File: config.mk
export PLATFORM = sky130hd
export DESIGN_NAME = acd_cell
export DESIGN_NICKNAME = d
export VERILOG_FILES = /design/src/rtl/acd_pkg.sv /design/src/rtl/acd_cell.sv
export SDC_FILE = /design/constraint.sdc
export NUM_CORES = 1
export LEC_CHECK = 0
export BUFFER_PORTS_ARGS = -buffer_cell sky130_fd_sc_hd__buf_2
export CORE_AREA = 2 2 240 242
export DETAILED_ROUTE_END_ITERATION = 8
export DIE_AREA = 0 0 242 244
export PLACE_DENSITY = 0.49
export SLEW_MARGIN = 10
export SYNTH_ARGS = -nofsm -noshare
export SYNTH_HDL_FRONTEND = slang
export SYNTH_SLANG_ARGS = --single-unit
export TNS_END_PERCENT = 10
File: constraint.sdc
create_clock -name clock -period 3 [get_ports clock]
set_input_delay 0.6 -clock clock [delete_from_list [all_inputs] [get_ports clock]]
set_output_delay 0.6 -clock clock [all_outputs]
set_load 0.02 [all_outputs]
File: src/rtl/acd_pkg.sv
// ---------------------------------------------------------------------------
// acd_pkg
// Types and constants for the anchor containment dedup block.
// ---------------------------------------------------------------------------
`default_nettype none

package acd_pkg;

   localparam int WINDOW = 100;

   localparam int SID_W  = 31;
   localparam int LEN_W  = 24;
   localparam int QPOS_W = 24;
   localparam int TPOS_W = 40;
   // target start = end + 1 - len, signed, spans -2^24+2 .. 2^40
   localparam int TS_W   = TPOS_W + 2;
   // diagonal = target end - query end
   localparam int DIAG_W = TPOS_W + 1;

   localparam logic KIND_ANCHOR = 1'b0;
   localparam logic KIND_DRAIN  = 1'b1;

   typedef struct packed {
      logic              kind;
      logic [SID_W-1:0]  anchor_sid;
      logic [LEN_W-1:0]  anchor_len;
      logic [QPOS_W-1:0] anchor_qpos;
      logic [TPOS_W-1:0] anchor_tpos;
   } req_type;

   typedef struct packed {
      logic [SID_W-1:0]  kept_sid;
      logic [LEN_W-1:0]  kept_len;
      logic [QPOS_W-1:0] kept_qpos;
      logic [TPOS_W-1:0] kept_tpos;
   } rsp_type;

   // new anchor as broadcast to every cell
   typedef struct packed {
      logic                    drain;
      logic [SID_W-1:0]        sid;
      logic [LEN_W-1:0]        len;
      logic [QPOS_W-1:0]       qpos;
      logic [TPOS_W-1:0]       tpos;
      logic signed [TS_W-1:0]  ts;
      logic [DIAG_W-1:0]       diag;
   } bcast_type;

   // one window slot
   typedef struct packed {
      logic                    valid;
      logic                    dropped;
      logic [SID_W-1:0]        sid;
      logic [LEN_W-1:0]        len;
      logic [QPOS_W-1:0]       qpos;
      logic [TPOS_W-1:0]       tpos;
      logic signed [TS_W-1:0]  ts;
      logic [DIAG_W-1:0]       diag;
   } entry_type;

endpackage

`default_nettype wire

File: src/rtl/acd_cell.sv
// ---------------------------------------------------------------------------
// acd_cell
// One window slot: compares against the broadcast anchor and shifts onward.
// ---------------------------------------------------------------------------
`default_nettype none

module acd_cell (
   input  wire logic               clock,
   input  wire logic               reset,
   input  wire logic               shift_en,
   input  acd_pkg::bcast_type      bcast,
   input  acd_pkg::entry_type      entry_up,
   output acd_pkg::entry_type      entry_down,
   output logic                    new_hit
);
   import acd_pkg::*;

   entry_type entry_ff;
   entry_type entry_in;
   logic      match;
   logic      starts_later;
   logic      mark;

   always_comb begin
      match = entry_ff.valid && !bcast.drain && (entry_ff.sid == bcast.sid) &&
              ($signed({2'b00, entry_ff.tpos}) >= bcast.ts);
      starts_later = (entry_ff.ts >= bcast.ts);
      // same diagonal: start offsets equal in target and query
      mark = match && starts_later && (entry_ff.diag == bcast.diag);
      new_hit = match && !starts_later && (entry_ff.tpos == bcast.tpos) &&
                (entry_ff.qpos == bcast.qpos);
   end

   always_comb begin
      entry_down = entry_ff;
      entry_down.dropped = entry_ff.dropped | mark;
   end

   always_comb begin
      entry_in = shift_en ? entry_up : entry_ff;
   end

   always_ff @(posedge clock) begin
      if (reset) begin
         entry_ff <= '0;
      end else begin
         entry_ff <= entry_in;
      end
   end

endmodule

`default_nettype wire

==> results.yml <==
outcome:
  status: "finished with violations"
  violations: "setup timing"
logic_synthesis:
  synthArstFlopShare_pct: 0
  synth_cells: 1326
  synthTopCellsByArea: "dfxtp_1, mux2i_1, buf_4, ha_1, xor2_1"
  synth_top_area_share_pct: 33.3
  synth_top_family_by_area: "multiplexers"
  synth_simple_gate_area_share_pct: 12.7
  syn-num-nets: 1818
  synth-xor-area-share_pct: 9.99
  syn_area_sq_mm: 0.0123
  synthMuxAreaShare_pct: 16.7
  synthAdderAreaFrac_pct: 8.37
  avgSynthCellArea_sq_um: 9.24
  synth-seq-area-share_pct: 33.3
  synthFlopType: "dfxtp_1"
  synth-compound-area-share_pct: 3.72
  ys_seq_elements: 204
  synthDistinctLibCells: 59
  yosys_warnings: 0
  synth_edf_count: 0
  synth_area_leader_cell: "dfxtp_1"
cells_and_area:
  drive_above_1_share_pct: 44.6
  utilization_pct: 30.0
  final_cells: 2612
  areaGrowthSynthToFinish_pct: 37.7
  ff_latch_area_sq_mm: 0.00411
  multi_input_area_sq_mm: 0.00658
  fillCellCount: 6102
  final_nets: 2329
worst_setup_path:
  cp-end-kind: "output pin"
  reg2reg_slack_ns: 2.11
  path_cells: "ha_4 > and4_4 > nand4_1 > a311oi_2 > nor4b_2 > or3b_4 > a221o_1 > o21bai_4 > buf_6"
  slowest_delay_ns: 0.41
  cp_slowest_cell: "or3b_4"
  path_max_fanout: 2
  cp.arrival_ns: 3.07
  cp_top_family: "simple AND/OR/NAND/NOR gates"
  crit_type: "flop to output pin"
  cp-start-kind: "flop"
  path_buf_inv: 1
  critPathRequiredTime_ns: 2.40
die:
  start_util_pct: 21.8
  die_h_um: 244
  row_count: 87
  die_w_um: 242
  core_sq_mm: 0.0562
  ios: 615
  die_area_sq_mm: 0.0590
routing:
  postRouteAntennaNets: 0
  detail_route.wl_per_cell_um: 19.0
  routed_via_density: 4.13
  drt-total-wl_mm: 49.7
  drtPass1Iterations: 4
  route.detailed.drc: 0
  drt_iter0_markers: 255
  num_vias: 10800
sta:
  slew_violations: 0
  rsz0062_at_grt: "yes"
  min_period_ns: 3.67
  fin_ws_ns: -0.668
  final-hold-violation-count: 0
  holdWs_ns: 0.285
  tightest_slew_ns: 0.605
  max_slew_margin_pct: 59.5
  setup_violations: 2
  timing.final.crit_share_pct: 122
  fmax_mhz: 273
  finClkSkew_ns: 0
min_path:
  min_path_type: "primary input to flop"
power:
  ir_drop_mv: 0.361
  fin_total_pwr_w: 0.00829
  p_per_area_mw_per_mm2: 491
  leakage_nw: 9.01
clock_tree:
  clock-sinks: 204
  cts_tree: "yes"
  insertion_delay_ns: 0.54
  cts-buffers-inserted: 26
  clk_pin_slew_ns: 0.06
  root_buffer: "clkbuf_16"
  htreeDepth: 1
  cts_buffer_depth: 3
placement:
  gp_congestion: 0.978
  place_hpwl_mm: 41.9
  port-buffer-count: 590
  dp.cells: 2560
global_route:
  grt_pass1_vias: 11300
  antenna_found_initial: 5
  grt_usage_pct: 16.1
  grt_max_degree: 81
  grt_overflow: 0
  grt_pass1_wl_mm: 72.0
run:
  maxCapViolCount: 0
final timing paths:
path	startpoint	endpoint	cells after the start
setup / recovery	entry_down[99]$_SDFFE_PP0P_	entry_down[202]	9
setup reg to reg	entry_down[91]$_SDFFE_PP0P_	entry_down[91]$_SDFFE_PP0P_	3
hold / removal	entry_up[201]	entry_down[201]$_SDFFE_PP0P_	3
hold reg to reg	entry_down[162]$_SDFFE_PP0P_	entry_down[162]$_SDFFE_PP0P_	2
cells in the mapped netlist, types with 3 or more instances:
| cell type | n |
|---|---|
| a21o_1 | 8 |
| a21oi_1 | 27 |
| a221o_1 | 3 |
| and4_1 | 3 |
| buf_1 | 15 |
| buf_4 | 203 |
| clkbuf_1 | 30 |
| dfxtp_1 | 204 |
| ha_1 | 82 |
| inv_1 | 45 |
| mux2i_1 | 204 |
| nand2_1 | 17 |
| nand3_1 | 10 |
| nand4_1 | 29 |
| nor2_1 | 216 |
| nor3_1 | 5 |
| nor4_1 | 29 |
| o21ai_0 | 8 |
| or3b_1 | 3 |
| xnor2_1 | 35 |
| xor2_1 | 101 |
worst register-to-register path: stages (launching register included):
cell,delay (ns)
dfxtp_1,0.36
buf_4,0.18
mux2i_1,0.17
nor2_1,0.05
through the flow:
| step | setup TNS, ns | setup slack [ns] | cell area (sq um) |
|---|---|---|---|
| floorplan | -0.0805 | -0.0769 | 12400 |
| global placement | -1.58 | -0.791 | 15700 |
| detailed placement | -1.65 | -0.878 | 15700 |
| CTS | -1.49 | -0.764 | 16800 |
| global route | -1.59 | -0.804 | 16900 |
| finish | -1.26 | -0.668 | 16900 |
kinds of logic (layout without fill, tap and decap cells):
group | count (synthesis) | after routing
buf+inv | 294 | 823
mux | 204 | 204
compound gates | 69 | 69
fa+ha+maj | 82 | 82
other cells | 0 | 1
simple gates | 335 | 335
flops | 204 | 204
xor+xnor | 138 | 138
routing by layer:
| layer | global-route usage, % | vias up | wire length (um) |
|---|---|---|---|
| met2 | 29.9 | 387 | 25200 |
| met5 | 0 | - | 18 |
| met1 | 18.9 | 5018 | 20600 |
| met4 | 2.94 | 4 | 969 |
| met3 | 3.85 | 50 | 3020 |
| li1 | - | 5317 | - |
sequential cells by signal, summed over array words and instances, names as in the netlist:
name	flops
entry_down	203
entry_ff	1
power by group:
| group | total, W | internal, W | switching, W | leakage [nW] |
|---|---|---|---|---|
| Sequential | 0.00304 | 0.00288 | 0.000168 | 1.69 |
| Clock | 0.00348 | 0.00220 | 0.00128 | 0.457 |
| Combinational | 0.00177 | 0.000817 | 0.000952 | 6.86 |
timing repair:
| action | in CTS | in global routing |
|---|---|---|
| gates resized for setup | 33 | 11 |
| hold buffers | 0 | 0 |
| pin swaps | 19 | 10 |
| hold endpoints to repair | 0 | 0 |
| endpoints found under the setup margin | 2 | 2 |
| buffers inserted | 5 | 1 |
layout by cell type (no fill, tap or decap), drive strengths merged, types with 3 or more instances in the layout:
cell type / instances
or2: 3
nand4: 30
a221o: 3
o21ai: 10
inv: 45
o211ai: 4
ha: 82
or3b: 4
mux2i: 204
clkbuf: 33
clkinv: 5
nand3: 10
nor3: 5
dfxtp: 204
nor4: 30
and4: 3
buf: 732
nand2: 17
nor2: 216
a21o: 8
xnor2: 36
xor2: 102
a21oi: 27
bufinv: 6
cell type report:
| type | count | area share (%) |
|---|---|---|
| repair buffers | 732 | 24.4 |
| flip-flops and latches | 204 | 24.3 |
| clock buffers | 33 | 4.26 |
| well taps | 756 | 5.61 |
| multi-input cells | 828 | 39.0 |
| clock inverters | 13 | 1.33 |
| inverters | 45 | 1.12 |
| diodes | 1 | 0.0148 |
Note: power is estimated with default switching activity, not from simulation.
